===== config.mk =====
export PLATFORM = sky130hd
export DESIGN_NAME = ddo_queue
export DESIGN_NICKNAME = d
export VERILOG_FILES = /design/src/sv/ddo_pkg.sv /design/src/sv/ddo_queue.sv
export SDC_FILE = /design/constraint.sdc
export NUM_CORES = 1
export LEC_CHECK = 0
export BUFFER_PORTS_ARGS = -buffer_cell sky130_fd_sc_hd__buf_2
export CAP_MARGIN = 20
export CORE_MARGIN = 1
export CORE_UTILIZATION = 56
export DETAILED_ROUTE_END_ITERATION = 7
export PLACE_DENSITY = 0.91
export SETUP_SLACK_MARGIN = 0.15
export SLEW_MARGIN = 0
export SYNTH_ARGS = -nofsm -noshare
export SYNTH_HDL_FRONTEND = slang
export SYNTH_SLANG_ARGS = --single-unit

===== constraint.sdc =====
create_clock -name clk -period 12.9 [get_ports clk]
set_input_delay 1.935 -clock clk [delete_from_list [all_inputs] [get_ports clk]]
set_output_delay 1.935 -clock clk [all_outputs]
set_load 0.03 [all_outputs]

===== src/sv/ddo_pkg.sv =====
package ddo_pkg;

  // Default values of the top level parameters.
  localparam int CORDIC_STEPS_DEF = 16;
  localparam int FRAC_BITS_DEF = 16;

  // Configuration register indexes.
  localparam logic [2:0] REG_WHEEL_RADIUS = 3'd0;
  localparam logic [2:0] REG_INV_WHEEL_BASE = 3'd1;
  localparam logic [2:0] REG_INIT_X = 3'd2;
  localparam logic [2:0] REG_INIT_Y = 3'd3;
  localparam logic [2:0] REG_INIT_HEADING = 3'd4;

  // Item commands.
  localparam logic CMD_UPDATE = 1'b0;
  localparam logic CMD_LOAD = 1'b1;

  // Internal widths.
  localparam int MID_W = 45;   // mid-step heading magnitude
  localparam int REM_W = 28;   // remainder modulo two pi
  localparam int CW = 34;      // CORDIC datapath
  localparam int QUEUE_DEPTH = 2;

  // Pi in Q2.62, and the Q2.30 constants of the CORDIC.
  localparam logic [63:0] PI_Q62 = 64'hC90FDAA22168C235;
  localparam logic signed [CW-1:0] PI_Q30 = 34'sd3373259426;
  localparam logic signed [CW-1:0] HALF_PI_Q30 = 34'sd1686629713;
  localparam logic signed [CW-1:0] GAIN_Q30 = 34'sd652032874;

  // Configuration register file contents.
  typedef struct packed {
    logic [15:0] wheel_radius;
    logic [23:0] inv_wheel_base;
    logic signed [31:0] init_x;
    logic signed [31:0] init_y;
    logic signed [31:0] init_heading;
  } cfg_t;

  // One queued item: command and the wheel angle changes.
  typedef struct packed {
    logic cmd;
    logic signed [32:0] delta_left;
    logic signed [32:0] delta_right;
  } item_t;

  // Arctangent of 2^-i in Q2.30.
  function automatic logic signed [CW-1:0] atan_q30(input logic [4:0] idx);
    logic signed [CW-1:0] v;
    case (idx)
      5'd0: v = 34'sd843314857;
      5'd1: v = 34'sd497837829;
      5'd2: v = 34'sd263043837;
      5'd3: v = 34'sd133525159;
      5'd4: v = 34'sd67021687;
      5'd5: v = 34'sd33543516;
      5'd6: v = 34'sd16775851;
      5'd7: v = 34'sd8388437;
      5'd8: v = 34'sd4194283;
      5'd9: v = 34'sd2097149;
      5'd10: v = 34'sd1048576;
      5'd11: v = 34'sd524288;
      5'd12: v = 34'sd262144;
      5'd13: v = 34'sd131072;
      5'd14: v = 34'sd65536;
      5'd15: v = 34'sd32768;
      5'd16: v = 34'sd16384;
      5'd17: v = 34'sd8192;
      5'd18: v = 34'sd4096;
      5'd19: v = 34'sd2048;
      5'd20: v = 34'sd1024;
      5'd21: v = 34'sd512;
      5'd22: v = 34'sd256;
      5'd23: v = 34'sd128;
      default: v = '0;
    endcase
    return v;
  endfunction

  // Clamp a wide signed value to the 32-bit signed range.
  function automatic logic signed [31:0] sat32(input logic signed [71:0] v);
    logic signed [31:0] r;
    if (v > 72'sd2147483647) begin
      r = 32'sh7FFFFFFF;
    end else if (v < -72'sd2147483648) begin
      r = 32'sh80000000;
    end else begin
      r = v[31:0];
    end
    return r;
  endfunction

endpackage


===== src/sv/ddo_queue.sv =====
module ddo_queue
  import ddo_pkg::*;
(
  input  logic  clk,
  input  logic  rst,
  input  logic  push,
  input  item_t push_item,
  output logic  full,
  input  logic  pop,
  output logic  avail,
  output item_t pop_item
);

  localparam int PW = $clog2(QUEUE_DEPTH);

  item_t slots [QUEUE_DEPTH];
  logic [PW-1:0] wr_ptr;
  logic [PW-1:0] rd_ptr;
  logic [PW:0] count;

  assign full = (count == (PW+1)'(QUEUE_DEPTH));
  assign avail = (count != '0);
  assign pop_item = slots[rd_ptr];

  // Storage is written at the tail only.
  always_ff @(posedge clk) begin
    if (push) begin
      slots[wr_ptr] <= push_item;
    end
  end

  // Pointers and fill level.
  always_ff @(posedge clk) begin
    if (rst) begin
      wr_ptr <= '0;
      rd_ptr <= '0;
      count <= '0;
    end else begin
      if (push) begin
        wr_ptr <= (wr_ptr == PW'(QUEUE_DEPTH - 1)) ? '0 : wr_ptr + 1'b1;
      end
      if (pop) begin
        rd_ptr <= (rd_ptr == PW'(QUEUE_DEPTH - 1)) ? '0 : rd_ptr + 1'b1;
      end
      if (push && !pop) begin
        count <= count + 1'b1;
      end else if (pop && !push) begin
        count <= count - 1'b1;
      end
    end
  end

endmodule


## Word-level counts from Yosys, hierarchy flattened

Memories as Yosys holds them, arrays and structs flattened. A register that Yosys moved wholly into a read port is not among the register bits.
Index checks and enable logic that the tools add are counted.
Widths: inputs -> output; s select.

- Input port bits: 71
- RAM bits: 134
- Output and inout bits: 69
- Bits in registers: 4
- Memories kept: 1
- Logic and storage cells: 23

Memory list:

| name | depth | width | rd ports | clocked after memory_dff | wr ports | RTL line | text |
|---|---|---|---|---|---|---|---|
| slots | 2 | 67 | 1 | 1 | 1 | ddo_queue.sv:16 | `item_t slots [QUEUE_DEPTH];` |

- Muxes and demuxes: 8
- $add $sub $neg: 4
- Eq/ne operators: 1
- Reduce and logical (&&, ||, !) cells: 6

Operator list:

| kind | count |
|---|---|
| $mux 1 | 6 |
| $mux 2 | 2 |
| $reduce_bool 2->1 | 2 |
| $add 1x1->1 const B | 2 |
| $add 2x1->2 const B | 1 |
| $eq 2x2->1 const B | 1 |
| $logic_and 1x1->1 | 2 |
| $logic_not 1->1 | 2 |
| $sub 2x1->2 const B | 1 |

## Logic depth before layout (Yosys ltp)

Gate-level depths: netlist of the first run.

- Depth after elaboration: 4
- Mapped depth: 5
- Mapped depth without buffers: 5

## Least setup slack after synthesis of the first run

OpenSTA, ideal clock, no wires.

- Path type: input to register
- From: input port push
- To: memory slots[0][0] (netlist bit), enable pin
- Buffers on the path: 0
- Path slack: 7522 ps
- Data required time: 12400 ps
- Stages on the path: 1
- Library setup time: 500 ps
- Arrival: 4878 ps
- Cell sequence: nor2b_1

- Word-level cells in the longest chain between the ends: 2

RTL lines:

| what | RTL line | text |
|---|---|---|
| start: declaration | ddo_queue.sv:6 | `input logic push,` |
| $mux 1 | ddo_queue.sv:27 | `if (push) begin` |
| $mux 1 (not written as such) | ddo_queue.sv:28 | `slots[wr_ptr] <= push_item;` |
| end: declaration | ddo_queue.sv:16 |  |

No other way between the ends.

==> results of run 1 <==
worst paths after layout:
| path | start | endpoint | slack [ns] | cells past startpoint |
|---|---|---|---|---|
| setup reg to reg | wr_ptr$_SDFFE_PP0P_ | slots[0][46]$_DFFE_PP_ | 10.87 | 2 |
| hold / removal | count[1]$_SDFFE_PP0P_ | count[1]$_SDFFE_PP0P_ | 0.50 | 2 |
| setup / recovery | flop | pop_item[9] | 8.76 | 2 |
| hold reg to reg | count[1]$_SDFFE_PP0P_ | count[1]$_SDFFE_PP0P_ | 0.50 | 2 |
per-layer routing:
| metal | share of wire, % | global-route usage, % | vias up | routed length (um) |
|---|---|---|---|---|
| li1 | - | - | 1216 | - |
| met4 | 1.1 | 8.042 | 0 | 93 |
| met3 | 6.7 | 7.301 | 11 | 592 |
| met2 | 51 | 32.45 | 99 | 4481 |
| met1 | 41 | 23.86 | 1240 | 3611 |
| met5 | 0 | 0 | - | 0 |
through the flow:
step                instance area [sq um]  setup WS, ns  util (%)  hold WS [ns]  power (W)
finish                               6634         8.757     75.33        0.4970   0.001229
global route                         6634         8.647     75.33        0.5386   0.001267
CTS                                  6634         8.730     75.33        0.5006   0.001238
detailed placement                   5958         9.076     67.66        0.4912  0.0006968
global placement                     5958         9.109     67.66        0.4716  0.0006912
floorplan                            5156         7.522         -        0.4566  0.0006526
flip-flops by register name (all words and copies together) (netlist names), named ones only:
signal	cells
count	2
rd_ptr	1
slots	134
wr_ptr	1
where the power goes:
| group | internal, W | switching [W] | total (W) |
|---|---|---|---|
| clock network | 0.000370 | 0.000173 | 0.000542 |
| logic | 0.0000569 | 0.0000857 | 0.000143 |
| registers | 0.000527 | 0.0000169 | 0.000544 |
| total | 0.000953 | 0.000275 | 0.00123 |
area by class of cell:
cell class	count	area [sq um]	share of cell area (%)
Multi-Input combinational cell	83	980.9	14.79
Clock inverter	10	212.7	3.206
Clock buffer	22	462.9	6.979
Sequential cell	139	4128	62.22
Timing Repair Buffer	141	710.7	10.71
Inverter	1	3.754	0.05658
Tap cell	108	135.1	2.037
worst max-delay path, delay by kind of cell, from the launching register on:
family                 cells  cell delay, ns
buffers and inverters      1            0.18
DFF                        1            1.00
muxes                      1            0.44
synthesized netlist by cell type (all sizes together):
cell / number
a21oi: 1
and2: 1
and2b: 1
buf: 7
dfxtp: 5
edfxtp: 134
ha: 1
inv: 1
mux2: 67
nor2: 4
nor2b: 1
o21ai: 1
or2: 1
or3: 1
xnor2: 2
xor2: 2
logic make-up (layout without fill, tap and decap cells):
logic type	count (synthesis)	after routing	share of synthesized area, %
AND/OR/NAND/NOR	9	9	0.9224
flip-flops	139	139	79.98
AO/OA/AOI/OAI	2	2	0.1939
multiplexers	67	67	16.82
XOR/XNOR	4	4	0.6796
adder cells (fa/ha/maj)	1	1	0.2426
buffers and inverters	8	174	1.165
==> results.md, run 1 <==
* Most common cell after layout, fill and taps aside: buf_2
* Startpoint Class: flop
* CTS hold repair buffers at 0
* Crit path required time at 10.97 ns
* Starting DRC count in detailed routing at 119
* Number of nets in the synthesized netlist at 302
* Post CTS Setup Buffer Count at 0
* CTS root buffer: clkbuf_8
* GPL Wtd Cong at 0.7005
* Post-placement cell count at 472
* Longest Clk Path Bufs at 2
* Power per Cell Area at 185.2 mW/mm^2
* Count of pins on the block boundary at 140
* Final total negative setup slack at 0 ns
* Max_cap viols at 0
* Clock transition at path regs at 0.06 ns
* Peak VDD IR at 121.8 uV
* Placement Rows at 34
* RSZ-0062 raised after global routing: no
* Number of routed nets with antenna violations at 0
* Via-per-instance ratio at 5.091
* Final setup violating endpoints at 0
* Routed wire length per instance at 17.42 um
* Category of the critical setup timing path: reg2out
* Post-detailed-route DRC marker count at 10
* Worst-Margin Slew at 1.038 ns
* Via count at 2566
* Result of the run: finished, violations left
* Total number of clock tree sinks at 139
* Area growth from synthesis to layout at 28.66%
* Total of fill cells in the finished design at 495
* Leading cell types by total area after synthesis: edfxtp_1 (78%), mux2_4 (8.7%), mux2_2 (8.1%)
* Post-CTS sizing at 0
* Cell with the biggest individual delay on the critical path: dfxtp_4
* Share of the cycle needed by the critical path after routing at 32.12%
* Final #Nets at 455
* Leading cell types in the layout, fill and taps excluded: buf_2 (139), edfxtp_1 (134), mux2_2 (37)
* Hold WC Path Type: reg2reg
* Maximum number of pins on one net before global-route repair at 68
* CP max stage delay at 1.00 ns
* Mapped cell area at 0.005156 sq mm
* Final global-route overflow total at 0
* Failing checks: design-rule violations
* Number of different library cells in the post-synthesis netlist at 19
* Sum of net half-perimeters after detailed placement at 5660 um
* Area leader, netlist: edfxtp_1
* Count of buffers from port buffering at 139
* Num CTS Buffers at 17
* Total die area at 0.009595 sq mm
* Wire length of the first global-routing pass at 13800 um
* Number of global-route vias before repair at 2750
* CORE AREA at 0.008806 sq mm
* Layout Cells excl Fill at 504
* Final Slew Violations at 0
* Top achievable clock speed at 0.2414 GHz
* Number of synthesized register bits at 139
* Detailed Routing Iterations Pass 1 at 6
* Time the worst path needs with I/O delays and setup at 4.143 ns
* Fraction of synthesized cell area taken by the top area cell type at 78.04%
* Antenna diode count at 0
* Relative max-transition margin at 30.78%
* Crit path cell chain: mux2_2 > buf_2
* Overall routing resource usage at 19.79%
* Number of hold-slack violations in the final timing report at 0
* Initial Util at 58.55%
* Skew final at 0.009202 ns
* Count of synthesis-stage warnings from yosys at 0
* Die width at 97.96 um
* Leakage power total at 2.605 nW
* Initial antenna violation count at 0
* Sequential fraction of the synthesis area at 79.98%
* Height of the die at 97.96 um
* Detailed Route WL at 8779 um
* Syn Inst Count at 230
* Latest clock arrival within the worst-skew pair at 0.51 ns
* Data arrival, critical path at 2.21 ns
* Syn avg cell area at 22.42 sq um
* TritonCTS clock tree: yes
* Largest fanout on the critical path at 67
* Max H-tree Level at 4
* Share of cells above drive strength 1 at 61.11%
* Crit end category: output pin
Note: power is estimated with default switching activity, not from simulation.
==> run 2, diff against run 1 <==
CORE_UTILIZATION = 47   (was 56)
PLACE_DENSITY = 0.83   (was 0.91)
clock period = 3.68 ns   (was 12.9 ns; I/O delays follow)
==> results.md, run 2 (synthesized netlist as in run 1, its figures left out) <==
* Result of the run: finished clean
* Final global-route overflow total at 0
* Seq pwr share at 47.5%
* Category of the critical setup timing path: reg2out
* Most common cell after layout, fill and taps aside: buf_2
* GPL Wtd Cong at 0.6759
* Proportion of power drawn by the clock network at 40.1%
* CTS root buffer: clkbuf_8
* Latest clock arrival within the worst-skew pair at 0.51 ns
* Final setup violating endpoints at 0
* Number of hold-slack violations in the final timing report at 0
* Total die area at 0.01139 sq mm
* RSZ-0062 raised after global routing: no
* Share of the cycle needed by the critical path after routing at 74.03%
* Detailed Route WL at 8375 um
* Startpoint of the tightest hold check path: push_item[65]
* Post-placement cell count at 499
* Number of routed nets with antenna violations at 0
* Crit end category: output pin
* Post CTS Setup Buffer Count at 0
* Overall routing resource usage at 15.33%
* Wire length of the first global-routing pass at 12910 um
* Leading cell types in the layout, fill and taps excluded: buf_2 (139), edfxtp_1 (134), mux2_2 (37)
* Maximum number of pins on one net before global-route repair at 68
* Initial antenna violation count at 0
* Power per Cell Area at 609.8 mW/mm^2
* Routed wire length per instance at 15.77 um
* Count of pins on the block boundary at 140
* Via-per-instance ratio at 4.887
* CTS hold repair buffers at 0
* Max_cap viols at 0
* Max FFs per register at 134
* Startpoint Class: flop
* Hold WC Path Type: in2reg
* Detailed Routing Iterations Pass 1 at 4
* Core occupancy in the finished layout at 62.81%
* Sum of net half-perimeters after detailed placement at 5209 um
* Initial Util at 49.28%
* Share of cells above drive strength 1 at 61.01%
* Num CTS Buffers at 17
* Longest Clk Path Bufs at 2
* Total of fill cells in the finished design at 771
* Time the worst path needs with I/O delays and setup at 2.724 ns
* Final total negative setup slack at 0 ns
* Placement Rows at 37
* Data arrival, critical path at 2.17 ns
* Post-CTS sizing at 0
* Total chip power at 0.004007 W
* Final #Nets at 454
* Antenna diode count at 0
* Layout Cells excl Fill at 531
* Worst-Margin Slew at 1.039 ns
* Clock transition at path regs at 0.06 ns
* Total number of clock tree sinks at 139
* Switching fraction of total power at 24.00%
* Post-detailed-route DRC marker count at 0
* Height of the die at 106.7 um
* Starting DRC count in detailed routing at 112
* Launch point of the worst reg-to-reg path: wr_ptr$_SDFFE_PP0P_
* Peak VDD IR at 411.1 uV
* Via count at 2595
* Largest fanout on the critical path at 67
* Leakage power total at 2.553 nW
* CORE AREA at 0.01046 sq mm
* Area growth from synthesis to layout at 27.44%
* Logic gate share of total power at 12.4%
* Largest reg by FF count: slots
* Max H-tree Level at 4
* Cell Int Power at 0.003045 W
* Crit path required time at 3.13 ns
* Number of global-route vias before repair at 2741
* Setup Slack @ Placement at 1.455 ns
* Top achievable clock speed at 0.3671 GHz
* Count of buffers from port buffering at 139
* Relative max-transition margin at 30.71%
* Skew final at 0.008173 ns
* Final Slew Violations at 0
* Switching power summed over all nets at 0.0009617 W
* Final worst slack at 0.9557 ns
* Die width at 106.7 um
* Largest registers ranked by flip-flop count: slots x134, count x2
* TritonCTS clock tree: yes
run 2: cell types whose count changed in the layout (fill, tap and decap cells not counted), sizes merged:
cell	delta
buf	-1
bufinv	-4
clkbuf	-1
clkinv	+4
clkinvlp	+2
inv	-1
run 2: cell type report:
class	instances	area, sq um	share of cell area (%)
Inverter	1	3.754	0.05712
Sequential cell	139	4128	62.81
Clock buffer	21	449.2	6.835
Multi-Input combinational cell	83	982.2	14.95
Tap cell	136	170.2	2.589
Timing Repair Buffer	140	715.7	10.89
Clock inverter	11	122.6	1.866
run 2: worst paths after layout:
path	to	slack (ns)	cells after the start
worst max-delay path	pop_item[46]	0.96	2
worst min-delay path	slots[1][65]$_DFFE_PP_	0.23	1
worst max register to register	slots[0][66]$_DFFE_PP_	2.02	2
worst min register to register	flop	0.53	2
run 2: routing by layer:
metal  vias to the layer above  routed length, um  track usage, %
met1                      1277               3335           17.41
met2                        96               4437           26.13
met4                         0                 96           7.045
met5                         -                  0               0
li1                       1211                  -               -
met3                        11                506           5.167
run 2: metrics by stage:
| stage | hold slack [ns] | area (sq um) |
|---|---|---|
| 6_report | 0.2312 | 6571 |
| 4_1_cts | 0.2026 | 6571 |
| 3_3_place_gp | 0.4720 | 6000 |
| 2_1_floorplan | 0.4566 | 5159 |
| 5_1_grt | 0.2039 | 6571 |
| 3_5_place_dp | 0.5332 | 6000 |
run 2: power groups by stage:
stage	sequential, W	clock, W	combinational [W]
5_1_grt	0.00192	0.00170	0.000528
2_1_floorplan	0.00190	0	0.000385
4_1_cts	0.00191	0.00164	0.000505
6_report	0.00190	0.00161	0.000498
3_5_place_dp	0.00194	0	0.000503
3_3_place_gp	0.00193	0	0.000495
run 2: critical path, cell delays in order (launching register included):
cell and delay, ns:
dfxtp_4 1.03, mux2_2 0.43, buf_2 0.18
==> run 3, diff against run 2 <==
clock period = 2.5 ns   (was 3.68 ns; I/O delays follow)
==> results.md, run 3 (synthesized netlist as in run 1, its figures left out) <==
* Result of the run: finished clean
* Antenna diode count at 0
* Count of buffers from port buffering at 139
* Most common cell after layout, fill and taps aside: buf_2
* Peak VDD IR at 457.4 uV
* Proportion of power drawn by the clock network at 41.2%
* Die width at 106.7 um
* Via count at 2627
* Time the worst path needs with I/O delays and setup at 2.223 ns
* Final global-route overflow total at 0
* Count of cells along the worst hold path at 1
* Leading cell types in the layout, fill and taps excluded: buf_2 (139), edfxtp_1 (134), mux2_2 (37)
* Crit path cell chain: buf_12 > mux2_2 > buf_2
* Latest clock arrival within the worst-skew pair at 0.51 ns
* Crit path buffers/inverters at 2
* Skew final at 0.004072 ns
* Setup slack of the worst register-to-register path at 1.01 ns
* Total number of clock tree sinks at 139
* Hold EP: slots[0][48]$_DFFE_PP_
* Initial antenna violation count at 0
* Worst r2r dst: slots[1][15]$_DFFE_PP_
* Final total negative setup slack at 0 ns
* Starting DRC count in detailed routing at 78
* Post-detailed-route DRC marker count at 0
* Crit path depth at 3
* CTS root buffer: clkbuf_8
* CORE AREA at 0.01046 sq mm
* Switching fraction of total power at 23.24%
* Max H-tree Level at 4
* Longest Clk Path Bufs at 2
* Cell with the biggest individual delay on the critical path: dfxtp_4
* Largest registers ranked by flip-flop count: slots x134, count x2
* TritonCTS clock tree: yes
* Max_cap viols at 0
* Final #Nets at 458
* Leakage power total at 2.611 nW
* Num CTS Buffers at 17
* Count of pins on the block boundary at 140
* Number of hold-slack violations in the final timing report at 0
* Startpoint Class: flop
* Largest fanout on the critical path at 37
* Placement Rows at 37
* Hold WC Path Type: in2reg
* Depth of the worst register-to-register path at 2
* Crit end category: output pin
* Initial Util at 49.28%
* Worst slack on hold paths at 0.05091 ns
* Area growth from synthesis to layout at 29.58%
* Launch point of the worst reg-to-reg path: wr_ptr$_SDFFE_PP0P_
* Switching power summed over all nets at 0.001407 W
* Category of the critical setup timing path: reg2out
* Power per Cell Area at 906.1 mW/mm^2
* Maximum number of pins on one net before global-route repair at 41
* Number of routed nets with antenna violations at 0
* Share of the cycle needed by the critical path after routing at 88.92%
* Data arrival, critical path at 1.85 ns
* Via-per-instance ratio at 4.910
* Sequential Area at 0.004128 sq mm
* Overall routing resource usage at 15.93%
* Largest reg by FF count: slots
* Worst-Margin Slew at 0.6034 ns
* Final Slew Violations at 0
* GPL Wtd Cong at 0.6641
* Routed wire length per instance at 16.22 um
* Sum of net half-perimeters after detailed placement at 5787 um
* Total of fill cells in the finished design at 792
* Total die area at 0.01139 sq mm
* Top achievable clock speed at 0.4498 GHz
* Height of the die at 106.7 um
* RSZ-0062 raised after global routing: no
* Post CTS Setup Buffer Count at 0
* Share of cells above drive strength 1 at 61.90%
* Number of global-route vias before repair at 2709
* Clock transition at path regs at 0.06 ns
* CP max stage delay at 0.47 ns
* Detailed Route WL at 8678 um
* Worst path top cell family by delay: flip-flops
* Detailed Routing Iterations Pass 1 at 4
* Startpoint of the tightest hold check path: push_item[48]
* Relative max-transition margin at 59.69%
* Logic gate share of total power at 13.1%
* Seq pwr share at 45.7%
* Final setup violating endpoints at 0
* Max FFs per register at 134
* Area of the multi-input gates at 982.2 sq um
* Cell Int Power at 0.004647 W
* Wire length of the first global-routing pass at 13170 um
* Crit path required time at 2.12 ns
[run 3: changes by cell type in the layout (fill, tap and decap cells not counted)]
cell        delta
clkinvlp_4     -1
clkinv_2       +1
buf_12         +3
buf_6          +1
clkbuf_1       -2
clkinv_4       -1
bufinv_16      +1
clkbuf_8       +2
[run 3: repair_timing]
item | 4_1_cts | 5_1_grt
setup endpoints to repair | 0 | 2
resized for setup | 0 | 1
hold buffers | 0 | 0
[run 3: stage by stage]
step / instances / util, % / instance area [sq um] / setup slack [ns] / power (W)
after CTS: 535 / 63.82 / 6678 / 0.2071 / 0.006116
after global placement: 503 / 57.99 / 6067 / 0.7771 / 0.003590
after detailed placement: 503 / 57.99 / 6067 / 0.7624 / 0.003616
after floorplan: 230 / - / 5165 / 0.6777 / 0.003361
after global routing: 535 / 63.86 / 6681 / 0.1791 / 0.006261
final: 535 / 63.86 / 6681 / 0.2770 / 0.006054
[run 3: worst max path at each step]
stage,start,to,slack [ns]
detailed placement,flop,pop_item[66],0.76
global route,flop,pop_item[47],0.18
floorplan,push,slots[0][0]$_DFFE_PP_,0.68
CTS,flop,pop_item[66],0.21
global placement,flop,pop_item[46],0.78
finish,flop,pop_item[47],0.28
[run 3: power groups by stage]
stage | registers, W | logic [W] | clock network [W]
after floorplan | 0.00279 | 0.000567 | 0
after global placement | 0.00280 | 0.000788 | 0
after detailed placement | 0.00281 | 0.000802 | 0
after CTS | 0.00277 | 0.000803 | 0.00255
after global routing | 0.00278 | 0.000839 | 0.00265
final | 0.00277 | 0.000793 | 0.00250
[run 3: per-layer routing]
metal	track usage [%]	wire (um)
met1	18.53	3536
met2	27.05	4502
met3	5.228	505
met4	6.751	134
met5	0	0
[run 3: final cells by class]
type | count | share of cell area, %
clock inverters | 11 | 2.116
clock buffers | 21 | 7.022
repair buffers | 144 | 11.78
multi-input cells | 83 | 14.70
inverters | 1 | 0.05618
flip-flops and latches | 139 | 61.78
well taps | 136 | 2.547
