## config.mk

```make
export PLATFORM = sky130hd
export DESIGN_NAME = ddo_front_flat
export DESIGN_NICKNAME = d
export VERILOG_FILES = /design/src/sv/ddo_pkg.sv /design/src/sv/ddo_in_if.sv /design/src/sv/ddo_front.sv /design/src/flat_wrapper.sv
export SDC_FILE = /design/constraint.sdc
export NUM_CORES = 1
export LEC_CHECK = 0
export BUFFER_PORTS_ARGS = -buffer_cell sky130_fd_sc_hd__buf_2
export CORE_UTILIZATION = 56
export CTS_BUF_LIST = sky130_fd_sc_hd__clkbuf_2 sky130_fd_sc_hd__clkbuf_4 sky130_fd_sc_hd__clkbuf_8
export DETAILED_ROUTE_END_ITERATION = 8
export GPL_ROUTABILITY_DRIVEN = 0
export HOLD_SLACK_MARGIN = 0.1
export PLACE_DENSITY_LB_ADDON = 0.1
export SYNTH_ARGS = -nofsm -noshare
export SYNTH_HDL_FRONTEND = slang
export SYNTH_SLANG_ARGS = --single-unit
export TNS_END_PERCENT = 5
```

## constraint.sdc

```tcl
create_clock -name clk -period 4.5 [get_ports clk]
set_input_delay 0.9 -clock clk [delete_from_list [all_inputs] [get_ports clk]]
set_output_delay 0.9 -clock clk [all_outputs]
set_load 0.01 [all_outputs]
```

## src/sv/ddo_pkg.sv

```systemverilog
package ddo_pkg;

  // Default values of the top level parameters.
  localparam int CORDIC_STEPS_DEF = 16;
  localparam int FRAC_BITS_DEF = 16;

  // Configuration register indexes.
  localparam logic [2:0] REG_WHEEL_RADIUS = 3'd0;
  localparam logic [2:0] REG_INV_WHEEL_BASE = 3'd1;
  localparam logic [2:0] REG_INIT_X = 3'd2;
  localparam logic [2:0] REG_INIT_Y = 3'd3;
  localparam logic [2:0] REG_INIT_HEADING = 3'd4;

  // Item commands.
  localparam logic CMD_UPDATE = 1'b0;
  localparam logic CMD_LOAD = 1'b1;

  // Internal widths.
  localparam int MID_W = 45;   // mid-step heading magnitude
  localparam int REM_W = 28;   // remainder modulo two pi
  localparam int CW = 34;      // CORDIC datapath
  localparam int QUEUE_DEPTH = 2;

  // Pi in Q2.62, and the Q2.30 constants of the CORDIC.
  localparam logic [63:0] PI_Q62 = 64'hC90FDAA22168C235;
  localparam logic signed [CW-1:0] PI_Q30 = 34'sd3373259426;
  localparam logic signed [CW-1:0] HALF_PI_Q30 = 34'sd1686629713;
  localparam logic signed [CW-1:0] GAIN_Q30 = 34'sd652032874;

  // Configuration register file contents.
  typedef struct packed {
    logic [15:0] wheel_radius;
    logic [23:0] inv_wheel_base;
    logic signed [31:0] init_x;
    logic signed [31:0] init_y;
    logic signed [31:0] init_heading;
  } cfg_t;

  // One queued item: command and the wheel angle changes.
  typedef struct packed {
    logic cmd;
    logic signed [32:0] delta_left;
    logic signed [32:0] delta_right;
  } item_t;

  // Arctangent of 2^-i in Q2.30.
  function automatic logic signed [CW-1:0] atan_q30(input logic [4:0] idx);
    logic signed [CW-1:0] v;
    case (idx)
      5'd0: v = 34'sd843314857;
      5'd1: v = 34'sd497837829;
      5'd2: v = 34'sd263043837;
      5'd3: v = 34'sd133525159;
      5'd4: v = 34'sd67021687;
      5'd5: v = 34'sd33543516;
      5'd6: v = 34'sd16775851;
      5'd7: v = 34'sd8388437;
      5'd8: v = 34'sd4194283;
      5'd9: v = 34'sd2097149;
      5'd10: v = 34'sd1048576;
      5'd11: v = 34'sd524288;
      5'd12: v = 34'sd262144;
      5'd13: v = 34'sd131072;
      5'd14: v = 34'sd65536;
      5'd15: v = 34'sd32768;
      5'd16: v = 34'sd16384;
      5'd17: v = 34'sd8192;
      5'd18: v = 34'sd4096;
      5'd19: v = 34'sd2048;
      5'd20: v = 34'sd1024;
      5'd21: v = 34'sd512;
      5'd22: v = 34'sd256;
      5'd23: v = 34'sd128;
      default: v = '0;
    endcase
    return v;
  endfunction

  // Clamp a wide signed value to the 32-bit signed range.
  function automatic logic signed [31:0] sat32(input logic signed [71:0] v);
    logic signed [31:0] r;
    if (v > 72'sd2147483647) begin
      r = 32'sh7FFFFFFF;
    end else if (v < -72'sd2147483648) begin
      r = 32'sh80000000;
    end else begin
      r = v[31:0];
    end
    return r;
  endfunction

endpackage

```

## src/sv/ddo_in_if.sv

```systemverilog
interface ddo_in_if;
  logic valid;
  logic ready;
  logic cmd;
  logic signed [31:0] angle_left;
  logic signed [31:0] angle_right;

  modport source (output valid, output cmd, output angle_left, output angle_right,
                  input ready);
  modport sink (input valid, input cmd, input angle_left, input angle_right,
                output ready);
endinterface

```

## src/sv/ddo_front.sv

```systemverilog
module ddo_front
  import ddo_pkg::*;
(
  input  logic   clk,
  input  logic   rst,
  ddo_in_if.sink items,
  input  logic   q_full,
  output logic   q_push,
  output item_t  q_item
);

  logic signed [31:0] last_left;
  logic signed [31:0] last_right;

  // Accept a transaction whenever the queue has room.
  assign items.ready = !q_full;
  assign q_push = items.valid && !q_full;

  // Angle changes are taken at full width, with no wrap.
  always_comb begin
    q_item.cmd = items.cmd;
    q_item.delta_left = 33'(items.angle_left) - 33'(last_left);
    q_item.delta_right = 33'(items.angle_right) - 33'(last_right);
  end

  // Every accepted item, load or update, becomes the new reference angle.
  always_ff @(posedge clk) begin
    if (rst) begin
      last_left <= '0;
      last_right <= '0;
    end else if (q_push) begin
      last_left <= items.angle_left;
      last_right <= items.angle_right;
    end
  end

endmodule

```

## src/flat_wrapper.sv

```systemverilog
// flat-port wrapper written by rule: the top's interface ports become plain ports
module ddo_front_flat import ddo_pkg::*;
  (clk, rst, q_full, q_push, q_item, items_valid, items_cmd, items_angle_left, items_angle_right, items_ready);
  ddo_in_if items_i ();
  input  logic clk;
  input  logic rst;
  input  logic q_full;
  output logic q_push;
  output item_t q_item;
  input wire logic [$bits(items_i.valid)-1:0] items_valid;
  input wire logic [$bits(items_i.cmd)-1:0] items_cmd;
  input wire logic [$bits(items_i.angle_left)-1:0] items_angle_left;
  input wire logic [$bits(items_i.angle_right)-1:0] items_angle_right;
  output wire logic [$bits(items_i.ready)-1:0] items_ready;
  assign items_i.valid = items_valid;
  assign items_i.cmd = items_cmd;
  assign items_i.angle_left = items_angle_left;
  assign items_i.angle_right = items_angle_right;
  assign items_ready = items_i.ready;
  ddo_front u_core (.clk(clk), .rst(rst), .items(items_i), .q_full(q_full), .q_push(q_push), .q_item(q_item));
endmodule
```

Yosys cells after proc, flatten, opt, wreduce, memory -nomap -nowiden
Cells that the tools add are included.

Bits in registers: 64. Input port bits: 69. Logic and storage cells: 6.

Add/subtract/negate cells: 2. Reductions and logical operators: 2.

Operator list (number): 32-bit by 32-bit subtractor with 33-bit output (2); 1-bit logical AND (1); 1-bit zero test (1).

Logic depth before layout (Yosys ltp)
Gate-level depths: netlist of the first run.

Word-level depth: 2. Gate-level depth with buffers: 11. Mapped depth without buffers: 11.

Worst setup path after synthesis of the first run
OpenSTA, ideal clock, no wires.

Kind: input to output. Start: in items_angle_right[0]. End: out q_item[30] in the netlist's numbering. Data arrival time: 3.191 ns. Slack: 0.409 ns. Stages on the path: 11. Cell sequence: inv_1 > ha_1 > fa_1 > and2b_1 > o2111ai_1 > and3_4 > o31a_1 > o41ai_2 > a21oi_1 > o21ai_1 > xor2_1.

RTL lines: start, declared (line flat_wrapper.sv:13) `input wire logic [$bits(items_i.angle_right)-1:0] items_angle_right;`; end, declared (line flat_wrapper.sv:9) `output item_t q_item;`.

==> run metrics, run 1 <==
status=complete, no violations; deepest level of the CTS H-tree=3; multiplexer share of the synthesized area=0.1734%; Post-Syn Instances=821; leading cell types by count after synthesis=nand2_1, a21oi_1, inv_1; Vert. Die Dim=103.5 µm; Worst Tran Pin Value=0.6940 ns; Setup CP Type=in2out; post-CTS sizing=0; Finish-stage setup viols=0; # port buffers=135; average instance area after synthesis=7.030 µm²; Hold Slack=0.4546 ns; switching share of power=36.78%; adder-cell area share of the yosys netlist=14.57%; total number of clock tree sinks=64; wire length of the first global-routing pass=24090 µm; internal cell power=1204 µW; slew margin rel.=53.74%; max-cap violations=0; netlist area before placement=5772 µm²; data arrival time at the worst-slack endpoint=3.47 ns; number of antenna cells inserted=0; peak fanout along the critical path=3; share of post-route cells with drive strength above 1=18.22%; startpoint class of the critical path=primary input; die area=10720 µm²; dominant cell type by area after synthesis=dfxtp_1; CTS Buf Count=9; worst-skew pair later-pin latency=0.34 ns; post-CTS setup buffer count=0; initial standard-cell utilization of the core=58.51%; TritonCTS clock tree=built; Psw=700.6 µW; pwr dens=284.3 nW/µm²; Final nets=1075; cell types occupying the most area after synthesis=dfxtp_1, ha_1, a21oi_1; remaining number of nets flagged by the antenna check after routing=0; via count of the routed design=5955; clock tree root buffer cell=clkbuf_8; aggregate global routing overflow=0; largest vdd supply drop=0.1556 mV; asr flop ratio synth=0%; leakage power=0.002939 µW; part of the total power dissipated in the clock network=25.9%; post-route clock period utilization=97.04%; hold buffer count at cts=0; Total Power=1905 µW; Fmax achieved=0.2290 GHz; number of global-route vias before repair=5609; overall routed net length=14260 µm; number of library cell types mapped by synthesis=59; Pins Over Slew Limit=0; per-cell routed wire length=13.24 µm; Hold Crit Class=reg2reg; Core ar.=9864 µm²; total of warnings raised by yosys=0; required time of the critical path=3.60 ns; GR Util All Layers=26.73%; maximum number of pins on one net before global-route repair=65; Cell Rows=36; Reg clk slew, reported paths=0.07 ns; final hold violation count=0; number of nets in the synthesized netlist=956; Main synth FF type=dfxtp_1; proportion of power drawn by flip-flops and latches=31.8%; top-level I/O count=138; RSZ-0062 raised after global routing=false; share of the synthesized area in compound gates (AO/OA/AOI/OAI)=27.83%; half-perimeter wire length after detailed placement=10690 µm; total DRC errors in the routed layout=0; sequential cell area fraction in the yosys report=22.20%; combinational family with the most area after synthesis=compound AO/OA/AOI/OAI gates; synth-to-layout area growth=16.11%; Worst setup EP type=output pin; number of synthesized flops with an enable pin=0; Clock Path Buffers=2; Setup Skew=0 ns; XOR/XNOR share of the synthesized area=8.953%; die width=103.5 µm; initial antenna violation count=0; simple-gate share of the synthesized area=18.04%; number of register bits inferred by synthesis=64; post-layout min period=4.367 ns; most frequent cell after synthesis=nand2_1; drt via density=5.529; number of search-and-repair iterations in the first detailed-routing pass=5; power share of the combinational group=42.3%; proportion of netlist area held by the largest area contributor=22.20%; summed negative setup slack over all endpoints=0 ns; Initial DRC Count=230
[cell type report]
class                      instances  area, µm²
multi-input combinational        639       4024
fill                             860       3163
sequential                        64       1281
timing repair buffer             141      720.7
inverter                          85      319.1
tap                              133      166.4
clock buffer                      11      145.1
clock inverter                     4      45.04
[flip-flops by register name (all words and copies together), names as in the netlist]
signal and flops:
u_core.last_left 32, u_core.last_right 32
[path summary, 6_finish.rpt]
path	startpoint	slack [ns]	cells past startpoint	endpoint
setup / recovery	items_angle_right[0]	0.13	13	q_item[32]
hold / removal	u_core.last_left[15]	0.45	2	u_core.last_left[15]
setup reg to reg	u_core.last_right[1]	3.82	2	u_core.last_right[1]
hold reg to reg	u_core.last_left[15]	0.45	2	u_core.last_left[15]
[power groups by stage]
stage / clock network [µW] / registers [µW] / logic, µW
floorplan: 0 / 615 / 552
global placement: 0 / 617 / 779
detailed placement: 0 / 618 / 794
CTS: 507 / 605 / 799
global route: 532 / 609 / 890
finish: 493 / 605 / 806
[cells by family (layout without fill, tap and decap cells)]
family	Yosys count	after routing
XOR/XNOR	59	59
flip-flops	64	64
buffers and inverters	118	241
AO/OA/AOI/OAI	264	264
adder cells (fa/ha/maj)	66	66
multiplexers	1	1
AND/OR/NAND/NOR	249	249
[cells in the final DEF (no fill, tap or decap), types with 7 or more instances in the layout]
cell	n
nor2_1	29
clkbuf_8	10
o21a_1	7
o21bai_1	8
nand3_1	10
o21ai_0	21
ha_1	64
nand2_1	173
a21o_1	33
inv_1	84
dfxtp_1	64
o21ai_1	14
a21oi_1	134
xor2_1	22
buf_2	135
xnor2_1	37
nand2b_1	7
[metal layers]
layer / global-route usage [%] / share of wire [%] / vias up
li1: - / - / 3026
met1: 32.99 / 44 / 2697
met2: 45.64 / 48 / 192
met3: 3.713 / 5.0 / 40
met4: 12.94 / 3.0 / 0
met5: 0 / 0 / -
[per-stage QoR]
step                instance area [µm²]  utilization [%]  worst slack, ns  cells
floorplan                          5772                -           0.4091    821
global placement                   6505            65.94           0.1467   1062
detailed placement                 6505            65.94          0.07472   1062
CTS                                6695            67.87          0.06495   1077
global route                       6701            67.94          0.01447   1077
finish                             6701            67.94           0.1333   1077
[critical path, stage by stage]
cell and delay, ns:
buf_2 0.08, inv_1 0.04, ha_1 0.23, fa_1 0.42, and2b_1 0.23, o2111ai_1 0.14
and3_4 0.23, o31a_1 0.29, o31ai_1 0.35, o21ai_1 0.19, o21ai_1 0.16, o21ai_1 0.08
buf_2 0.14
No activity file was read; power rests on OpenSTA's default activity.
==> run 2: changes to the inputs <==
--- a/config.mk
+++ b/config.mk
@@ -5,13 +5,15 @@
 export SDC_FILE = /design/constraint.sdc
 export NUM_CORES = 1
 export LEC_CHECK = 0
+export ABC_AREA = 1
 export BUFFER_PORTS_ARGS = -buffer_cell sky130_fd_sc_hd__buf_2
-export CORE_UTILIZATION = 56
+export CORE_UTILIZATION = 59
 export CTS_BUF_LIST = sky130_fd_sc_hd__clkbuf_2 sky130_fd_sc_hd__clkbuf_4 sky130_fd_sc_hd__clkbuf_8
 export DETAILED_ROUTE_END_ITERATION = 8
 export GPL_ROUTABILITY_DRIVEN = 0
 export HOLD_SLACK_MARGIN = 0.1
 export PLACE_DENSITY_LB_ADDON = 0.1
+export SKIP_LAST_GASP = 1
 export SYNTH_ARGS = -nofsm -noshare
 export SYNTH_HDL_FRONTEND = slang
 export SYNTH_SLANG_ARGS = --single-unit
==> run 2 against run 1 <==
Effect of this change:
- sequential share of layout area decreased by 3.6 points
- power grew 19%
- routed wire length up 30%
- worst setup slack gained 0.80 ns
- via count up 33%
- combinational power rose by 36%
- critical path depth rose by 3
- die area rose by 19%
- utilization rose by 0.65 points
==> run metrics, run 2 <==
Final nets=1590; maximum number of pins on one net before global-route repair=71; largest vdd supply drop=0.1487 mV; Worst Tran Pin Value=0.6931 ns; Finish-stage setup viols=0; final hold violation count=0; per-cell routed wire length=11.55 µm; wire length of the first global-routing pass=31240 µm; Setup CP Type=in2out; total of warnings raised by yosys=0; number of register bits inferred by synthesis=64; remaining number of nets flagged by the antenna check after routing=0; Setup Skew=0 ns; # port buffers=135; Worst path max stage delay=0.41 ns; Core ar.=12010 µm²; Cell Rows=40; cell total after placement=1591; required time of the critical path=3.60 ns; number of search-and-repair iterations in the first detailed-routing pass=5; post-CTS sizing=0; Largest delay share family, worst path=simple AND/OR/NAND/NOR gates; post-route clock period utilization=79.29%; number of global-route vias before repair=7256; startpoint class of the critical path=primary input; die area=12760 µm²; overall routed net length=18570 µm; total area of sequential cells=1281 µm²; Post-Syn Instances=1330; Main synth FF type=dfxtp_1; half-perimeter wire length after detailed placement=15160 µm; Worst setup EP type=output pin; initial standard-cell utilization of the core=60.48%; Hold Crit Class=reg2reg; leading cell types by count after synthesis=nand2_1, inv_1, nor2_1; most frequent cells in the layout=nand2_1, inv_1, nor2_1, buf_2; Clock Path Buffers=2; post-route non-filler standard cell count=1607; deepest level of the CTS H-tree=3; Layout fillers=1230; number of nets in the synthesized netlist=1465; status=complete, no violations; slew margin rel.=53.79%; initial antenna violation count=0; sequential cell area fraction in the yosys report=17.64%; synth-to-layout area growth=13.40%; data arrival time at the worst-slack endpoint=2.67 ns; number of library cell types mapped by synthesis=25; highest-delay cell along the critical path=fa_1; peak fanout along the critical path=3; post-route cell area=8238 µm²; hold buffer count at cts=0; dominant cell type by area after synthesis=nand2_1; average instance area after synthesis=5.462 µm²; summed negative setup slack over all endpoints=0 ns; total DRC errors in the routed layout=0; most frequent cell after synthesis=nand2_1; Buffers & Inverters on Critical Path=4; leading cell type in the layout, fill and taps excluded=nand2_1; Cell Chain, Critical Path=buf_2, inv_1, ha_1, fa_1, inv_1, nand2_1, nand2_1, nand3_1, nand2_2, nand2_1, nand2_2, nand2_1, nand2_1, nand2_1, nand2_1, buf_2; post-layout min period=3.568 ns; top-level I/O count=138; CTS Buf Count=9; Reg clk slew, reported paths=0.07 ns; crit-path most repeated cell=nand2_1; number of antenna cells inserted=0; number of synthesized flops with an enable pin=0; placed cell areas=8036 µm²; drt via density=4.937; max-cap violations=0; Initial DRC Count=385; die width=113.0 µm; area occupied by multi-input gates=4687 µm²; worst-skew pair later-pin latency=0.37 ns; leakage power=0.005171 µW; TritonCTS clock tree=built; Vert. Die Dim=113.0 µm; clock tree root buffer cell=clkbuf_8; proportion of netlist area held by the largest area contributor=25.37%; asr flop ratio synth=0%; GR Util All Layers=30.05%; via count of the routed design=7934; share of post-route cells with drive strength above 1=11.99%; post-CTS setup buffer count=0; pwr dens=274.2 nW/µm²; cell types occupying the most area after synthesis=nand2_1, dfxtp_1, inv_1; Fmax achieved=0.2803 GHz; aggregate global routing overflow=0; biggest regs=u_core.last_left x32, u_core.last_right x32; RSZ-0062 raised after global routing=false; total number of clock tree sinks=64; netlist area before placement=7264 µm²; Pins Over Slew Limit=0; Hold Slack=0.4698 ns
[run 2: cell types whose count changed in the layout (fill, tap and decap cells not counted), sizes merged, moves of 32 or more]
cell and change:
nor2 +117, inv +233, a21oi -94, xnor2 -33
a211oi +59, nand2 +335, o21ai -36, nand3 +36
a21o -32
[run 2: logic make-up after synthesis]
group,after synthesis,synth area share [%]
flops,64,17.64
xor+xnor,30,3.617
simple gates,719,39.25
buf+inv,341,17.95
fa+ha+maj,66,11.57
compound gates,110,9.972
[run 2: layout make-up]
cell class | count | area share, %
inverters | 318 | 14.49
repair buffers | 137 | 8.384
clock inverters | 5 | 0.6835
multi-input cells | 925 | 56.90
flip-flops and latches | 64 | 15.55
clock buffers | 11 | 1.762
well taps | 147 | 2.233
[run 2: worst paths after layout]
kind	end	cells past startpoint	slack, ns	startpoint
worst max-delay path	q_item[32]	16	0.93	items_angle_right[0]
worst min-delay path	u_core.last_left[26]	2	0.47	u_core.last_left[26]
worst max register to register	u_core.last_left[1]	2	3.76	u_core.last_left[1]
worst min register to register	u_core.last_left[26]	2	0.47	u_core.last_left[26]
[run 2: worst register-to-register path, stage by stage (launching register included)]
cell and delay, ns:
dfxtp_1 0.36, inv_1 0.08, a211oi_1 0.22
[run 2: metal layers]
metal / track usage [%] / share of wire, % / wire length [µm]
met3: 4.499 / 4.7 / 875
met2: 55.97 / 49 / 9006
met5: 0 / 0 / 0
met4: 10.88 / 2.5 / 463
met1: 34.75 / 44 / 8220
[run 2: per-stage QoR]
stage	setup slack [ns]	util [%]	total power [µW]
6_report	0.9318	68.58	2259
5_1_grt	0.7692	68.58	2433
4_1_cts	0.9404	68.58	2258
3_5_place_dp	0.9402	66.91	1713
3_3_place_gp	0.9714	66.91	1700
2_1_floorplan	1.340	-	1382
[run 2: where the power goes]
group | internal [µW] | total [µW] | switching (µW)
clock | 277 | 547 | 270
sequential | 604 | 614 | 10.1
combinational | 403 | 1100 | 695
==> run 3: changes to the inputs <==
==> constraint.sdc (replaced) <==
create_clock -name clk -period 3.7 [get_ports clk]
set_input_delay 0.74 -clock clk [delete_from_list [all_inputs] [get_ports clk]]
set_output_delay 0.74 -clock clk [all_outputs]
set_load 0.01 [all_outputs]
==> run 3 against run 2 <==
Effect of this change:
- sequential share of layout area about the same
- routed wire length down 0.78%
- first-iteration DRC count down 10%
- utilization up 0.21 points
- sequential power up 22%
- largest cell class unchanged
- worst setup slack worse by 0.46 ns
- register-to-register slack worse by 0.80 ns
==> run metrics, run 3 (synthesis gave the netlist of run 2 again) <==
overall routed net length=18420 µm; capture point of the worst reg-to-reg path=u_core.last_right[1]; deepest level of the CTS H-tree=3; Core ar.=12010 µm²; Hold Crit Class=reg2reg; Critical Path Stages=16; Reg clk slew, reported paths=0.07 ns; internal cell power=1644 µW; post-CTS setup buffer count=0; slew margin rel.=51.76%; Setup CP Type=in2out; synth-to-layout area growth=13.74%; switching share of power=41.36%; Fmax achieved=0.3098 GHz; initial antenna violation count=1; most frequent cells in the layout=nand2_1, inv_1, nor2_1, buf_2; Setup Skew=0 ns; Worst Setup Slack, final=0.4723 ns; power share of the combinational group=47.6%; required time of the critical path=2.96 ns; Cell Chain, Critical Path=buf_2, inv_1, ha_1, fa_1, inv_1, nand2_1, nand2_1, nand3_1, nand2_2, nand2_1, nand2_2, nand2_1, nand2_1, nand2_1, nand2_1, buf_2; TritonCTS clock tree=built; post-route clock period utilization=87.23%; worst setup slack before clock tree synthesis=0.4790 ns; Cell Rows=40; startpoint class of the critical path=primary input; status=complete, no violations; Final nets=1590; highest-delay cell along the critical path=fa_1; worst setup slack for register-to-register paths=2.96 ns; per-cell routed wire length=11.46 µm; # port buffers=135; initial standard-cell utilization of the core=60.48%; Buffers & Inverters on Critical Path=4; Largest delay share family, worst path=simple AND/OR/NAND/NOR gates; startpoint of the most critical register-to-register path=u_core.last_right[1]; data arrival time at the worst-slack endpoint=2.49 ns; via count of the routed design=7926; wire length of the first global-routing pass=31000 µm; die area=12760 µm²; total DRC errors in the routed layout=0; Psw=1159 µW; Clock Path Buffers=2; aggregate global routing overflow=0; remaining number of nets flagged by the antenna check after routing=0; max-cap violations=0; summed negative setup slack over all endpoints=0 ns; leading cell type in the layout, fill and taps excluded=nand2_1; peak fanout along the critical path=3; maximum number of pins on one net before global-route repair=71; RSZ-0062 raised after global routing=false; Vert. Die Dim=113.0 µm; worst-skew pair later-pin latency=0.36 ns; number of cells on the worst reg-to-reg path=2; Worst setup EP type=output pin; post-layout min period=3.228 ns; pwr dens=339.2 nW/µm²; Initial DRC Count=346; die width=113.0 µm; GR Util All Layers=30.00%; Total Power=2803 µW; number of search-and-repair iterations in the first detailed-routing pass=5; top-level I/O count=138; Pins Over Slew Limit=0; crit-path most repeated cell=nand2_1; largest vdd supply drop=0.1605 mV; part of the total power dissipated in the clock network=25.7%; leakage power=0.005184 µW; share of post-route cells with drive strength above 1=11.93%; clock tree root buffer cell=clkbuf_8; hold buffer count at cts=0; Worst path max stage delay=0.41 ns; post-CTS sizing=0; CTS Buf Count=9; Finish-stage setup viols=0; drt via density=4.932; proportion of power drawn by flip-flops and latches=26.7%; total number of clock tree sinks=64; biggest regs=u_core.last_left x32, u_core.last_right x32; final hold violation count=0; Worst Tran Pin Value=0.7235 ns; last element of the critical path=q_item[61]; half-perimeter wire length after detailed placement=15080 µm; launch point of the critical path=items_angle_left[0]; number of global-route vias before repair=7280
run 3: per-stage QoR:
stage                     area (µm²)  utilization [%]  instances  hold slack (ns)
final                           8263            68.79       1607           0.4677
after global routing            8263            68.79       1607           0.4804
after CTS                       8260            68.77       1606           0.4713
after detailed placement        8036            66.91       1591           0.4572
after global placement          8036            66.91       1591           0.4537
after floorplan                 7264                -       1330           0.4430
run 3: worst min-delay path by stage:
| stage | from | endpoint | slack, ns | depth (start not counted) |
|---|---|---|---|---|
| after floorplan | u_core.last_left[10] | u_core.last_left[10] | 0.44 | 2 |
| after global placement | u_core.last_right[17] | u_core.last_right[17] | 0.45 | 2 |
| after detailed placement | u_core.last_right[17] | u_core.last_right[17] | 0.46 | 2 |
| after CTS | u_core.last_left[29] | u_core.last_left[29] | 0.47 | 2 |
| after global routing | u_core.last_left[29] | u_core.last_left[29] | 0.48 | 2 |
| final | u_core.last_left[10] | u_core.last_left[10] | 0.47 | 2 |
run 3: area by class of cell:
| class | instances | area [µm²] |
|---|---|---|
| clock inverter | 3 | 65.06 |
| timing repair buffer | 137 | 690.7 |
| sequential | 64 | 1281 |
| multi-input combinational | 925 | 4687 |
| fill | 1206 | 3749 |
| clock buffer | 12 | 158.9 |
| antenna | 1 | 2.502 |
| tap | 147 | 183.9 |
| inverter | 318 | 1194 |
run 3: worst register-to-register path, cell delays in order (launching register included):
cell and delay (ns):
dfxtp_1 0.38, inv_1 0.08, a211oi_1 0.21
run 3: metal layers:
| metal | up-vias | share of wire (%) | global-route usage, % | routed length [µm] |
|---|---|---|---|---|
| met3 | 43 | 5.0 | 4.178 | 918 |
| li1 | 4247 | - | - | - |
| met4 | 0 | 3.3 | 13.51 | 617 |
| met2 | 215 | 48 | 54.53 | 8814 |
| met1 | 3421 | 44 | 34.97 | 8069 |
| met5 | - | 0 | 0 | 0 |
run 3: power groups by stage:
stage,registers [µW],clock network (µW),logic [µW]
after global routing,751,762,1510
after global placement,762,0,1310
after detailed placement,763,0,1320
after floorplan,760,0,921
final,747,721,1340
after CTS,747,734,1330
